`src/hdl/ibk_pkg.sv`:
```
// ----------------------------------------------------------------------------
// ibk_pkg
// Codes, types and constant tables shared by the iambic mode B keyer.
// ----------------------------------------------------------------------------
package ibk_pkg;

	localparam int DitW      = 16;
	localparam int RatioW    = 6;
	localparam int DahW      = 19;
	localparam int TimeW     = 32;
	localparam int CfgIdxW   = 2;
	localparam int CfgDataW  = 16;
	localparam int ScaleW    = 28;
	localparam int Div10Sh   = 25;
	localparam int Div10Mult = 3355444;

	localparam logic [RatioW-1:0] RATIO_MIN   = 6'd28;
	localparam logic [RatioW-1:0] RATIO_MAX   = 6'd45;
	localparam logic [RatioW-1:0] RATIO_RESET = 6'd30;
	localparam logic [DitW-1:0]   DIT_RESET   = 16'd100;
	localparam logic [DahW-1:0]   DAH_RESET   = 19'd300;

	localparam logic [CfgIdxW-1:0] REG_DIT   = 2'd0;
	localparam logic [CfgIdxW-1:0] REG_RATIO = 2'd1;

	localparam logic [1:0] OP_PADDLE  = 2'd0;
	localparam logic [1:0] OP_TICK    = 2'd1;
	localparam logic [1:0] OP_RELEASE = 2'd2;

	localparam logic [1:0] EV_NONE  = 2'd0;
	localparam logic [1:0] EV_BEGIN = 2'd1;
	localparam logic [1:0] EV_END   = 2'd2;

	localparam logic [1:0] EL_DIT  = 2'd0;
	localparam logic [1:0] EL_DAH  = 2'd1;
	localparam logic [1:0] EL_NONE = 2'd2;

	typedef enum logic [2:0] {
		PH_IDLE = 3'b001,
		PH_MARK = 3'b010,
		PH_GAP  = 3'b100
	} phase_t;

	typedef struct packed {
		logic [DitW-1:0] dit_len;
		logic [DahW-1:0] dah_len;
	} timing_t;

	// ratio times the reciprocal of ten, scaled by 2^Div10Sh
	function automatic logic [ScaleW-1:0] ratio_scale(input logic [RatioW-1:0] r);
		logic [ScaleW-1:0] s;
		begin
			unique case (r)
				6'd29: s = ScaleW'(29 * Div10Mult);
				6'd30: s = ScaleW'(30 * Div10Mult);
				6'd31: s = ScaleW'(31 * Div10Mult);
				6'd32: s = ScaleW'(32 * Div10Mult);
				6'd33: s = ScaleW'(33 * Div10Mult);
				6'd34: s = ScaleW'(34 * Div10Mult);
				6'd35: s = ScaleW'(35 * Div10Mult);
				6'd36: s = ScaleW'(36 * Div10Mult);
				6'd37: s = ScaleW'(37 * Div10Mult);
				6'd38: s = ScaleW'(38 * Div10Mult);
				6'd39: s = ScaleW'(39 * Div10Mult);
				6'd40: s = ScaleW'(40 * Div10Mult);
				6'd41: s = ScaleW'(41 * Div10Mult);
				6'd42: s = ScaleW'(42 * Div10Mult);
				6'd43: s = ScaleW'(43 * Div10Mult);
				6'd44: s = ScaleW'(44 * Div10Mult);
				6'd45: s = ScaleW'(45 * Div10Mult);
				default: s = ScaleW'(28 * Div10Mult);
			endcase
			return s;
		end
	endfunction

endpackage

```
`src/hdl/ibk_timing.sv`:
```
// ----------------------------------------------------------------------------
// ibk_timing
// Configuration registers and the registered dah length computation.
// ----------------------------------------------------------------------------
module ibk_timing (
	input  logic                              clk,
	input  logic                              arst_n,
	input  logic                              cfg_we,
	input  logic [ibk_pkg::CfgIdxW-1:0]       cfg_index,
	input  logic [ibk_pkg::CfgDataW-1:0]      cfg_data,
	output ibk_pkg::timing_t                  timing
);

	localparam int ProdW = ibk_pkg::DitW + ibk_pkg::ScaleW;

	logic [ibk_pkg::DitW-1:0]   dit_q;
	logic [ibk_pkg::RatioW-1:0] ratio_q;
	logic [ibk_pkg::DahW-1:0]   dah_q;
	logic [ibk_pkg::RatioW-1:0] ratio_in;
	logic [ibk_pkg::RatioW-1:0] ratio_clamped;
	logic [ProdW-1:0]           prod;

	assign ratio_in = cfg_data[ibk_pkg::RatioW-1:0];

	always_comb begin
		priority if (ratio_in < ibk_pkg::RATIO_MIN) begin
			ratio_clamped = ibk_pkg::RATIO_MIN;
		end else if (ratio_in > ibk_pkg::RATIO_MAX) begin
			ratio_clamped = ibk_pkg::RATIO_MAX;
		end else begin
			ratio_clamped = ratio_in;
		end
	end

	// (dit * ratio + 5) / 10 as one multiply by a scaled reciprocal
	assign prod = ProdW'(dit_q) * ProdW'(ibk_pkg::ratio_scale(ratio_q))
		+ ProdW'(5 * ibk_pkg::Div10Mult);

	always_ff @(posedge clk or negedge arst_n) begin
		if (!arst_n) begin
			dit_q   <= ibk_pkg::DIT_RESET;
			ratio_q <= ibk_pkg::RATIO_RESET;
			dah_q   <= ibk_pkg::DAH_RESET;
		end else begin
			dah_q <= prod[ibk_pkg::Div10Sh +: ibk_pkg::DahW];
			if (cfg_we && cfg_index == ibk_pkg::REG_DIT) begin
				dit_q <= cfg_data[ibk_pkg::DitW-1:0];
			end
			if (cfg_we && cfg_index == ibk_pkg::REG_RATIO) begin
				ratio_q <= ratio_clamped;
			end
		end
	end

	assign timing.dit_len = dit_q;
	assign timing.dah_len = dah_q;

endmodule

```
`src/hdl/ibk_core.sv`:
```
// ----------------------------------------------------------------------------
// ibk_core
// Input register, keyer state update and result register.
// ----------------------------------------------------------------------------
module ibk_core (
	input  logic                          clk,
	input  logic                          arst_n,
	input  ibk_pkg::timing_t              timing,
	input  logic                          in_valid,
	output logic                          in_stall,
	input  logic [1:0]                    operation,
	input  logic                          paddle,
	input  logic                          pressed,
	input  logic [ibk_pkg::TimeW-1:0]     now_ms,
	output logic                          out_valid,
	input  logic                          out_stall,
	output logic [1:0]                    event_res,
	output logic                          element,
	output logic                          keying
);

	// input stage
	logic                          valid_s1;
	logic [1:0]                    op_s1;
	logic                          paddle_s1;
	logic                          pressed_s1;
	logic [ibk_pkg::TimeW-1:0]     now_s1;

	// keyer state
	logic [1:0]                    pd_q;
	logic                          keyed_q;
	logic [1:0]                    cur_q;
	logic [1:0]                    last_q;
	logic [1:0]                    first_q;
	logic                          sq_q;
	ibk_pkg::phase_t               phase_q;
	logic [ibk_pkg::TimeW-1:0]     deadline_q;

	logic [1:0]                    pd_n;
	logic                          keyed_n;
	logic [1:0]                    cur_n;
	logic [1:0]                    last_n;
	logic [1:0]                    first_n;
	logic                          sq_n;
	ibk_pkg::phase_t               phase_n;
	logic [ibk_pkg::TimeW-1:0]     deadline_n;
	logic [1:0]                    ev_n;
	logic                          el_n;

	// result register
	logic                          out_valid_q;
	logic [1:0]                    event_q;
	logic                          element_q;
	logic                          keying_q;

	logic                          advance;
	logic                          accept;

	logic [1:0]                    pick_el;
	logic                          pick_sq;
	logic [1:0]                    pick_first;
	logic [1:0]                    pd_set;
	logic [ibk_pkg::TimeW-1:0]     diff;
	logic                          expired;
	logic [ibk_pkg::TimeW-1:0]     mark_len;

	assign advance  = valid_s1 && !(out_valid_q && out_stall);
	assign in_stall = valid_s1 && !advance;
	assign accept   = in_valid && !in_stall;

	// next element choice
	always_comb begin
		pick_el    = ibk_pkg::EL_NONE;
		pick_sq    = sq_q;
		pick_first = first_q;
		priority if (pd_q[0] && pd_q[1]) begin
			pick_sq = 1'b1;
			if (last_q == ibk_pkg::EL_NONE) begin
				pick_first = ibk_pkg::EL_NONE;
				pick_el    = (first_q != ibk_pkg::EL_NONE) ? first_q : ibk_pkg::EL_DIT;
			end else begin
				pick_el = {1'b0, ~last_q[0]};
			end
		end else if (pd_q[0] || pd_q[1]) begin
			pick_sq    = 1'b0;
			pick_first = ibk_pkg::EL_NONE;
			pick_el    = pd_q[0] ? ibk_pkg::EL_DIT : ibk_pkg::EL_DAH;
		end else if (sq_q && last_q != ibk_pkg::EL_NONE) begin
			pick_sq = 1'b0;
			pick_el = {1'b0, ~last_q[0]};
		end else begin
			pick_el = ibk_pkg::EL_NONE;
		end
	end

	assign diff     = now_s1 - deadline_q;
	assign expired  = !diff[ibk_pkg::TimeW-1];
	assign mark_len = (pick_el == ibk_pkg::EL_DAH) ?
		ibk_pkg::TimeW'(timing.dah_len) : ibk_pkg::TimeW'(timing.dit_len);
	assign pd_set   = pressed_s1 ? (pd_q | (2'b01 << paddle_s1))
		: (pd_q & ~(2'b01 << paddle_s1));

	always_comb begin
		pd_n       = pd_q;
		keyed_n    = keyed_q;
		cur_n      = cur_q;
		last_n     = last_q;
		first_n    = first_q;
		sq_n       = sq_q;
		phase_n    = phase_q;
		deadline_n = deadline_q;
		ev_n       = ibk_pkg::EV_NONE;
		el_n       = 1'b0;
		unique case (op_s1)
			ibk_pkg::OP_PADDLE: begin
				if (pressed_s1 && pd_q == 2'b00 && phase_q == ibk_pkg::PH_IDLE) begin
					first_n = {1'b0, paddle_s1};
				end
				pd_n = pd_set;
				if (pd_set == 2'b11) begin
					sq_n = 1'b1;
				end
			end
			ibk_pkg::OP_TICK: begin
				if (phase_q == ibk_pkg::PH_IDLE || (phase_q == ibk_pkg::PH_GAP && expired)) begin
					sq_n    = pick_sq;
					first_n = pick_first;
					if (pick_el != ibk_pkg::EL_NONE) begin
						cur_n      = pick_el;
						last_n     = pick_el;
						first_n    = ibk_pkg::EL_NONE;
						keyed_n    = 1'b1;
						phase_n    = ibk_pkg::PH_MARK;
						deadline_n = now_s1 + mark_len;
						ev_n       = ibk_pkg::EV_BEGIN;
						el_n       = pick_el[0];
					end else if (phase_q == ibk_pkg::PH_GAP) begin
						phase_n = ibk_pkg::PH_IDLE;
						last_n  = ibk_pkg::EL_NONE;
						first_n = ibk_pkg::EL_NONE;
					end
				end else if (phase_q == ibk_pkg::PH_MARK && expired) begin
					ev_n       = ibk_pkg::EV_END;
					el_n       = cur_q[0];
					keyed_n    = 1'b0;
					cur_n      = ibk_pkg::EL_NONE;
					phase_n    = ibk_pkg::PH_GAP;
					deadline_n = now_s1 + ibk_pkg::TimeW'(timing.dit_len);
				end
			end
			ibk_pkg::OP_RELEASE: begin
				if (keyed_q) begin
					ev_n = ibk_pkg::EV_END;
					el_n = cur_q[0];
				end
				pd_n       = 2'b00;
				keyed_n    = 1'b0;
				cur_n      = ibk_pkg::EL_NONE;
				last_n     = ibk_pkg::EL_NONE;
				first_n    = ibk_pkg::EL_NONE;
				sq_n       = 1'b0;
				phase_n    = ibk_pkg::PH_IDLE;
				deadline_n = '0;
			end
			default: begin
				ev_n = ibk_pkg::EV_NONE;
			end
		endcase
	end

	// hold the input item until it advances
	always_ff @(posedge clk or negedge arst_n) begin
		if (!arst_n) begin
			valid_s1 <= 1'b0;
		end else if (accept) begin
			valid_s1 <= 1'b1;
		end else if (advance) begin
			valid_s1 <= 1'b0;
		end
	end

	always_ff @(posedge clk) begin
		if (accept) begin
			op_s1      <= operation;
			paddle_s1  <= paddle;
			pressed_s1 <= pressed;
			now_s1     <= now_ms;
		end
	end

	always_ff @(posedge clk or negedge arst_n) begin
		if (!arst_n) begin
			pd_q       <= 2'b00;
			keyed_q    <= 1'b0;
			cur_q      <= ibk_pkg::EL_NONE;
			last_q     <= ibk_pkg::EL_NONE;
			first_q    <= ibk_pkg::EL_NONE;
			sq_q       <= 1'b0;
			phase_q    <= ibk_pkg::PH_IDLE;
			deadline_q <= '0;
			out_valid_q <= 1'b0;
		end else begin
			if (advance) begin
				pd_q       <= pd_n;
				keyed_q    <= keyed_n;
				cur_q      <= cur_n;
				last_q     <= last_n;
				first_q    <= first_n;
				sq_q       <= sq_n;
				phase_q    <= phase_n;
				deadline_q <= deadline_n;
				out_valid_q <= 1'b1;
			end else if (!out_stall) begin
				out_valid_q <= 1'b0;
			end
		end
	end

	always_ff @(posedge clk) begin
		if (advance) begin
			event_q   <= ev_n;
			element_q <= el_n;
			keying_q  <= keyed_n;
		end
	end

	assign out_valid = out_valid_q;
	assign event_res = event_q;
	assign element   = element_q;
	assign keying    = keying_q;

endmodule

```
`src/hdl/iambic_b_keyer.sv`:
```
// ----------------------------------------------------------------------------
// iambic_b_keyer
// Iambic mode B Morse keyer with a configuration write port.
// ----------------------------------------------------------------------------
// Path from input accept to result valid: the input register, then the result
// register. Throughput: one item per cycle while out_stall does not hold the result,
// set by the single state update between the two registers. A configuration write
// loads the dit or ratio register, and the dah length register then reloads from them.
// Reset: asynchronous, clears keyer state and loads the default timing.
module iambic_b_keyer (
	input  logic                          clk,
	input  logic                          arst_n,
	input  logic                          in_valid,
	output logic                          in_stall,
	input  logic [1:0]                    operation,
	input  logic                          paddle,
	input  logic                          pressed,
	input  logic [ibk_pkg::TimeW-1:0]     now_ms,
	output logic                          out_valid,
	input  logic                          out_stall,
	output logic [1:0]                    event_res,
	output logic                          element,
	output logic                          keying,
	input  logic                          cfg_valid,
	output logic                          cfg_ready,
	input  logic [ibk_pkg::CfgIdxW-1:0]   cfg_index,
	input  logic [ibk_pkg::CfgDataW-1:0]  cfg_data
);

	ibk_pkg::timing_t timing;

	assign cfg_ready = 1'b1;

	ibk_timing u_timing (
		.clk       (clk),
		.arst_n    (arst_n),
		.cfg_we    (cfg_valid && cfg_ready),
		.cfg_index (cfg_index),
		.cfg_data  (cfg_data),
		.timing    (timing)
	);

	ibk_core u_core (
		.clk       (clk),
		.arst_n    (arst_n),
		.timing    (timing),
		.in_valid  (in_valid),
		.in_stall  (in_stall),
		.operation (operation),
		.paddle    (paddle),
		.pressed   (pressed),
		.now_ms    (now_ms),
		.out_valid (out_valid),
		.out_stall (out_stall),
		.event_res (event_res),
		.element   (element),
		.keying    (keying)
	);

endmodule
```
`config.mk`:
```
export PLATFORM = sky130hd
export DESIGN_NAME = iambic_b_keyer
export DESIGN_NICKNAME = d
export VERILOG_FILES = /design/src/hdl/ibk_pkg.sv /design/src/hdl/ibk_timing.sv /design/src/hdl/ibk_core.sv /design/src/hdl/iambic_b_keyer.sv
export SDC_FILE = /design/constraint.sdc
export NUM_CORES = 1
export LEC_CHECK = 0
export ABC_AREA = 1
export BUFFER_PORTS_ARGS = -buffer_cell sky130_fd_sc_hd__buf_2
export CAP_MARGIN = 10
export CORE_MARGIN = 5
export CORE_UTILIZATION = 45
export DETAILED_ROUTE_END_ITERATION = 16
export GPL_ROUTABILITY_DRIVEN = 0
export PLACE_DENSITY = 0.62
export SYNTH_ARGS = -nofsm -noshare
export SYNTH_HDL_FRONTEND = slang
export SYNTH_SLANG_ARGS = --single-unit
```
`constraint.sdc`:
```
create_clock -name clk -period 18.1 [get_ports clk]
set_input_delay 0.905 -clock clk [delete_from_list [all_inputs] [get_ports clk]]
set_output_delay 0.905 -clock clk [all_outputs]
set_load 0.02 [all_outputs]
```
* Yosys cells after proc, flatten, opt, wreduce, memory -nomap -nowiden
Memories as Yosys holds them, arrays and structs flattened. Index checks and enable logic that the tools add are counted.
Operators by class: $add $sub $neg 4, multipliers 1, order comparisons 2, eq/ne operators 23, shift operators 1, multiplexer cells 60, bitwise gates (word level) 4, reduce and logical (&&, ||, !) cells 31
Operator list (number):
- $mux W32 | 3
- $pmux W32 S2 | 1
- $add A44 B25 Y44 const B | 1
- $mul A16 B28 Y44 | 1
- $mux W2 | 19
- $add A32 B16 Y32 | 1
- $add A32 B32 Y32 | 1
- $sub A32 B32 Y32 | 1
- $mux W1 | 21
- $mux W19 | 1
- $logic_and A1 B1 Y1 | 12
- $mux W3 | 4
- $mux W6 | 2
- $pmux W2 S2 | 3
- $reduce_and A4 Y1 | 3
- $ne A2 B1 Y1 const B | 4
- $eq A2 B1 Y1 const B | 3
- $eq A2 B2 Y1 const B | 3
- $gt A6 B6 Y1 const B | 1
- $logic_not A2 Y1 | 3
- $lt A6 B5 Y1 const B | 1
- $ne A2 B2 Y1 const B | 3
- $ne A3 B1 Y1 const B | 2
- $pmux W1 S2 | 3
- other kinds (23) | 29
Word-level totals: register bits after elaboration 127, bits in read-only memories 1664, input port bits 59, output and inout bits 7, memories 1
Memories:
- (no name shown) | depth 64, width 26, rd ports 1, clocked after Yosys merged registers in 0, wr ports 0, line ibk_pkg.sv:53 | unique case (r)

* Logic depth before layout (Yosys ltp)
depth after elaboration 11, gate-level depth with buffers 35

* Modules after synthesis
Synthesis repeated with hierarchy kept, for this count alone.
Unflattened totals: cell total of the unflattened synthesis 2455, area, all modules 19332.3 sq um
By module, submodules not included:
- ibk_timing | times used 1, cells an instance 1607, area each 13040.0 sq um, sequential area each 1039.7 sq um
- ibk_core | times used 1, cells an instance 846, area each 6281.0 sq um, sequential area each 2356.0 sq um
- iambic_b_keyer | times used 1, cells an instance 2, area each 11.3 sq um, sequential area each 0.0 sq um

* Worst setup path after synthesis
No wires, ideal clock.
path type register to register, from reg u_timing.ratio_q[1] (netlist bit), to reg u_timing.dah_q[16] (netlist bit), data arrival time 6.280 ns, required time 17.983 ns, slack 11.703 ns, cell stages (with the launch flop) 29, buffers on the path 1, clock period less this slack 6.397 ns, path through dfstp_2 inv_1 ha_1 nand2_1 a21oi_1 nand2_1 nand2_1 clkbuf_1 nand2_1 fa_1 inv_1 fa_1 fa_1 fa_1 fa_1 inv_1 fa_1 inv_1 ha_1 a21oi_1 o21ai_0 a21oi_1 nor2_1 nor2_1 nand2_1 a21oi_1 o21ai_0 nand2_1 nand2_1
On the way: longest elaborated chain between the ends 3
Ends and longest elaborated chain:
- start: declaration | line ibk_timing.sv:17 | logic [ibk_pkg::RatioW-1:0] ratio_q;
- start signal: assignment | line ibk_timing.sv:42 | ratio_q <= ibk_pkg::RATIO_RESET;
- start signal: assignment | line ibk_timing.sv:50 | ratio_q <= ratio_clamped;
- $mem_v2 Z64 W26
- $mul A16 B28 Y44 | line ibk_timing.sv:36 | assign prod = ProdW'(dit_q) * ProdW'(ibk_pkg::ratio_scale(ratio_q))
- $add A44 B25 Y44 | line ibk_timing.sv:37 | + ProdW'(5 * ibk_pkg::Div10Mult);
- named net u_timing.prod[41] | line ibk_timing.sv:21 | logic [ProdW-1:0] prod;
- end signal: assignment | line ibk_timing.sv:43 | dah_q <= ibk_pkg::DAH_RESET;
- end signal: assignment | line ibk_timing.sv:45 | dah_q <= prod[ibk_pkg::Div10Sh +: ibk_pkg::DahW];
- end: declaration | line ibk_timing.sv:18 | logic [ibk_pkg::DahW-1:0] dah_q;
The timed path passes the listed nets, and every way through them passes these cells. A chain may end at the register's enable or synchronous reset.

* Final worst setup path
from reg u_timing.ratio_q[2] (netlist bit), to reg u_timing.dah_q[17] (netlist bit)
The elaborated chain is that of the path after synthesis.

==> impl_metrics.toml <==
[run_status]
outcome = "completed"

[setup_path]
crit_fanout = 10
critPathArrivalTime_ns = 8.17
reg2reg_depth = 27
worstSetupStartpointType = "flop"
critical_path_class = "flop to flop"
endpoint_kind = "flop"
worstPathRequired_ns = 18.43

[yosys]
netlist_area_um2 = 19100
yosysTopAreaCell = "fa_1"
syn_inst = 2440
syn_avg_cell_area_um2 = 7.83
async_reset_ff_share_pct = 68.5
synth.top_cell.area_share_pct = 28.9
synth_cell_types = 53
ys_ff_latch = 127
ys_seq_area_share_pct = 17.8
synthTopCellsByCount = "599 x inv_1, 516 x nand2_1, 276 x fa_1"
ys_top_cells_by_area = "fa_1 29%, ha_1 12%, inv_1 12%"
synth_edf_count = 40
synth_ff_type = "dfrtp_1"
synth-warning-count = 0
synth_nets = 2961
synth_most_common_cell = "inv_1"

[clocking]
numCtsBuffers = 17
clk_pin_slew_ns = 0.06
clkLatencyLatePin_ns = 0.45
postCtsSetupBuffers = 0
cts_hold_buf = 0
cts-root-buf = "clkbuf_16"
htreeDepth = 4
cts-resized-gates = 0
clockBufferDepth = 2
cts_tree = "done"
cts_sinks = 127

[floorplanning]
start_util_pct = 45.5
core.rowCount = 75
fp.dieH_um = 216
die_x_um = 216
ios = 66
core_um2 = 41900
die-area_um2 = 46700

[min_path]
hold_class = "input port to asynchronous set/reset pin"

[timing]
fin_skew_ns = 0.0150
report.final.slew_viol_count = 0
finalSetupViolations = 0
setup_ws_ns = 10.26
final.period_utilization_pct = 43.3
worstMarginPinSlew_ns = 0.927
fin_crit_ns = 7.84
rsz0062_at_grt = "false"
fmaxAchievable_mhz = 128
setup-tns-final_ns = 0
max_slew_margin_pct = 38.1
report.final.hold_viol_count = 0

[grt]
grt_overflow = 0
track_usage_pct = 24.0
grt_pass1_wl_um = 87600
grt_pass1_vias = 16300
grt_max_degree = 50
antenna_found_initial = 0

[route]
vias = 15600
wl_um = 54200
firstDrtPassIters = 5
drt_iter0_markers = 1218
ant_nets = 0
wire_per_inst_um = 17.9
drc = 0
routed_via_density = 5.15

[placed_design]
io_buffers = 64
dpl.hpwl_um = 45300
pre_cts_slack_ns = 10.56

[layout]
final.fill_count = 4043
register_area_um2 = 3400
multi_input_area_um2 = 13200
area_delta_synth_final_pct = 7.57
nets = 3005
drive_gt1_share_pct = 5.21
antenna_cells = 0

[job]
max-cap-violations = 0
## cells in the final DEF, fill, tap and decap left out, types with 21 or more instances in the layout
| cell | instances |
|---|---|
| nor3_1 | 21 |
| o21ai_0 | 79 |
| dfrtp_1 | 73 |
| inv_1 | 599 |
| buf_2 | 63 |
| nand3_1 | 90 |
| edfxtp_1 | 40 |
| nor2_1 | 271 |
| a21oi_1 | 99 |
| ha_1 | 186 |
| fa_1 | 276 |
| nand2_1 | 516 |
## path summary, 6_finish.rpt
check / startpoint / endpoint / slack (ns)
max: u_timing.ratio_q[2]$_DFFE_PN1P_ / u_timing.dah_q[17]$_DFF_PN0_ / 10.26
min in group clk: u_core.deadline_q[28]$_DFFE_PN0P_ / u_core.deadline_q[28]$_DFFE_PN0P_ / 0.47
max in group asynchronous: arst_n / u_core.deadline_q[10]$_DFFE_PN0P_ / 16.56
min reg2reg: u_core.deadline_q[28]$_DFFE_PN0P_ / u_core.deadline_q[28]$_DFFE_PN0P_ / 0.47
min: arst_n / u_timing.ratio_q[5]$_DFFE_PN0P_ / 0.44
max reg2reg: u_timing.ratio_q[2]$_DFFE_PN1P_ / u_timing.dah_q[17]$_DFF_PN0_ / 10.26
## cells by family after synthesis
group                      share of synthesized area (%)
AOI/OAI and AO/OA                                   6.52
DFF                                                 17.8
xor gates and xnor gates                            1.56
other                                             0.0196
and+or+nand+nor                                     19.8
adders and majority gates                           41.1
buffers and inverters                               13.2
## critical path, cell delays in order (launching register included)
cell	delay [ns]
dfstp_2	0.63
ha_1	0.27
a21oi_1	0.22
nand2_1	0.07
nand2_1	0.35
clkinv_1	0.57
nor2_1	0.39
fa_1	0.55
fa_1	0.48
fa_1	0.59
inv_1	0.07
fa_1	0.48
inv_1	0.06
fa_1	0.55
inv_1	0.07
fa_1	0.53
inv_1	0.04
ha_1	0.33
a21oi_1	0.21
inv_1	0.06
a21oi_1	0.18
o21ai_0	0.12
nand3_1	0.09
nand3_1	0.07
a21oi_1	0.36
nor2_1	0.10
o21ai_0	0.19
nand2_1	0.08
## routing by layer
| metal | track usage (%) | vias to the layer above | part of all wire (%) |
|---|---|---|---|
| li1 | - | 7438 | - |
| met1 | 33.7 | 7520 | 45 |
| met2 | 36.8 | 596 | 43 |
| met3 | 6.39 | 92 | 9.1 |
| met4 | 7.02 | 0 | 2.7 |
| met5 | 0 | - | 0 |
## state kept, by name (all words and copies together), names as in the netlist
signal,flops
u_core.last_q,2
u_core.element,1
u_core.sq_q,1
u_core.cur_q,1
u_core.paddle_s1,1
u_core.pressed_s1,1
u_core.keyed_q,1
u_timing.dit_q,16
u_core.out_valid,1
u_core.valid_s1,1
u_core.phase_q,3
u_core.pd_q,2
u_core.now_s1,32
u_timing.ratio_q,6
u_core.deadline_q,32
u_timing.dah_q,19
u_core.event_res,2
u_core.op_s1,2
u_core.keying,1
u_core.first_q,2
## cell type report
cell class              count  share of cell area (%)
clock buffers              20                    2.28
repair buffers             72                    1.86
clock inverters            12                   0.755
flip-flops and latches    127                    16.5
inverters                 607                    11.1
multi-input cells        1659                    64.2
well taps                 539                    3.28
## stage by stage
| stage | area, um2 | std cells | hold slack, ns | utilization (%) |
|---|---|---|---|---|
| finish | 20500 | 3036 | 0.441 | 49.0 |
| global placement | 19900 | 3004 | 0.453 | 47.5 |
| detailed placement | 19900 | 3004 | 0.459 | 47.5 |
| global route | 20500 | 3036 | 0.474 | 49.0 |
| floorplan | 19100 | 2440 | 0.434 | - |
| CTS | 20500 | 3036 | 0.442 | 49.0 |
Power is left out: the tool's default activity adds up to more than one toggle a clock period on the data nets, which glitch-free logic cannot reach.
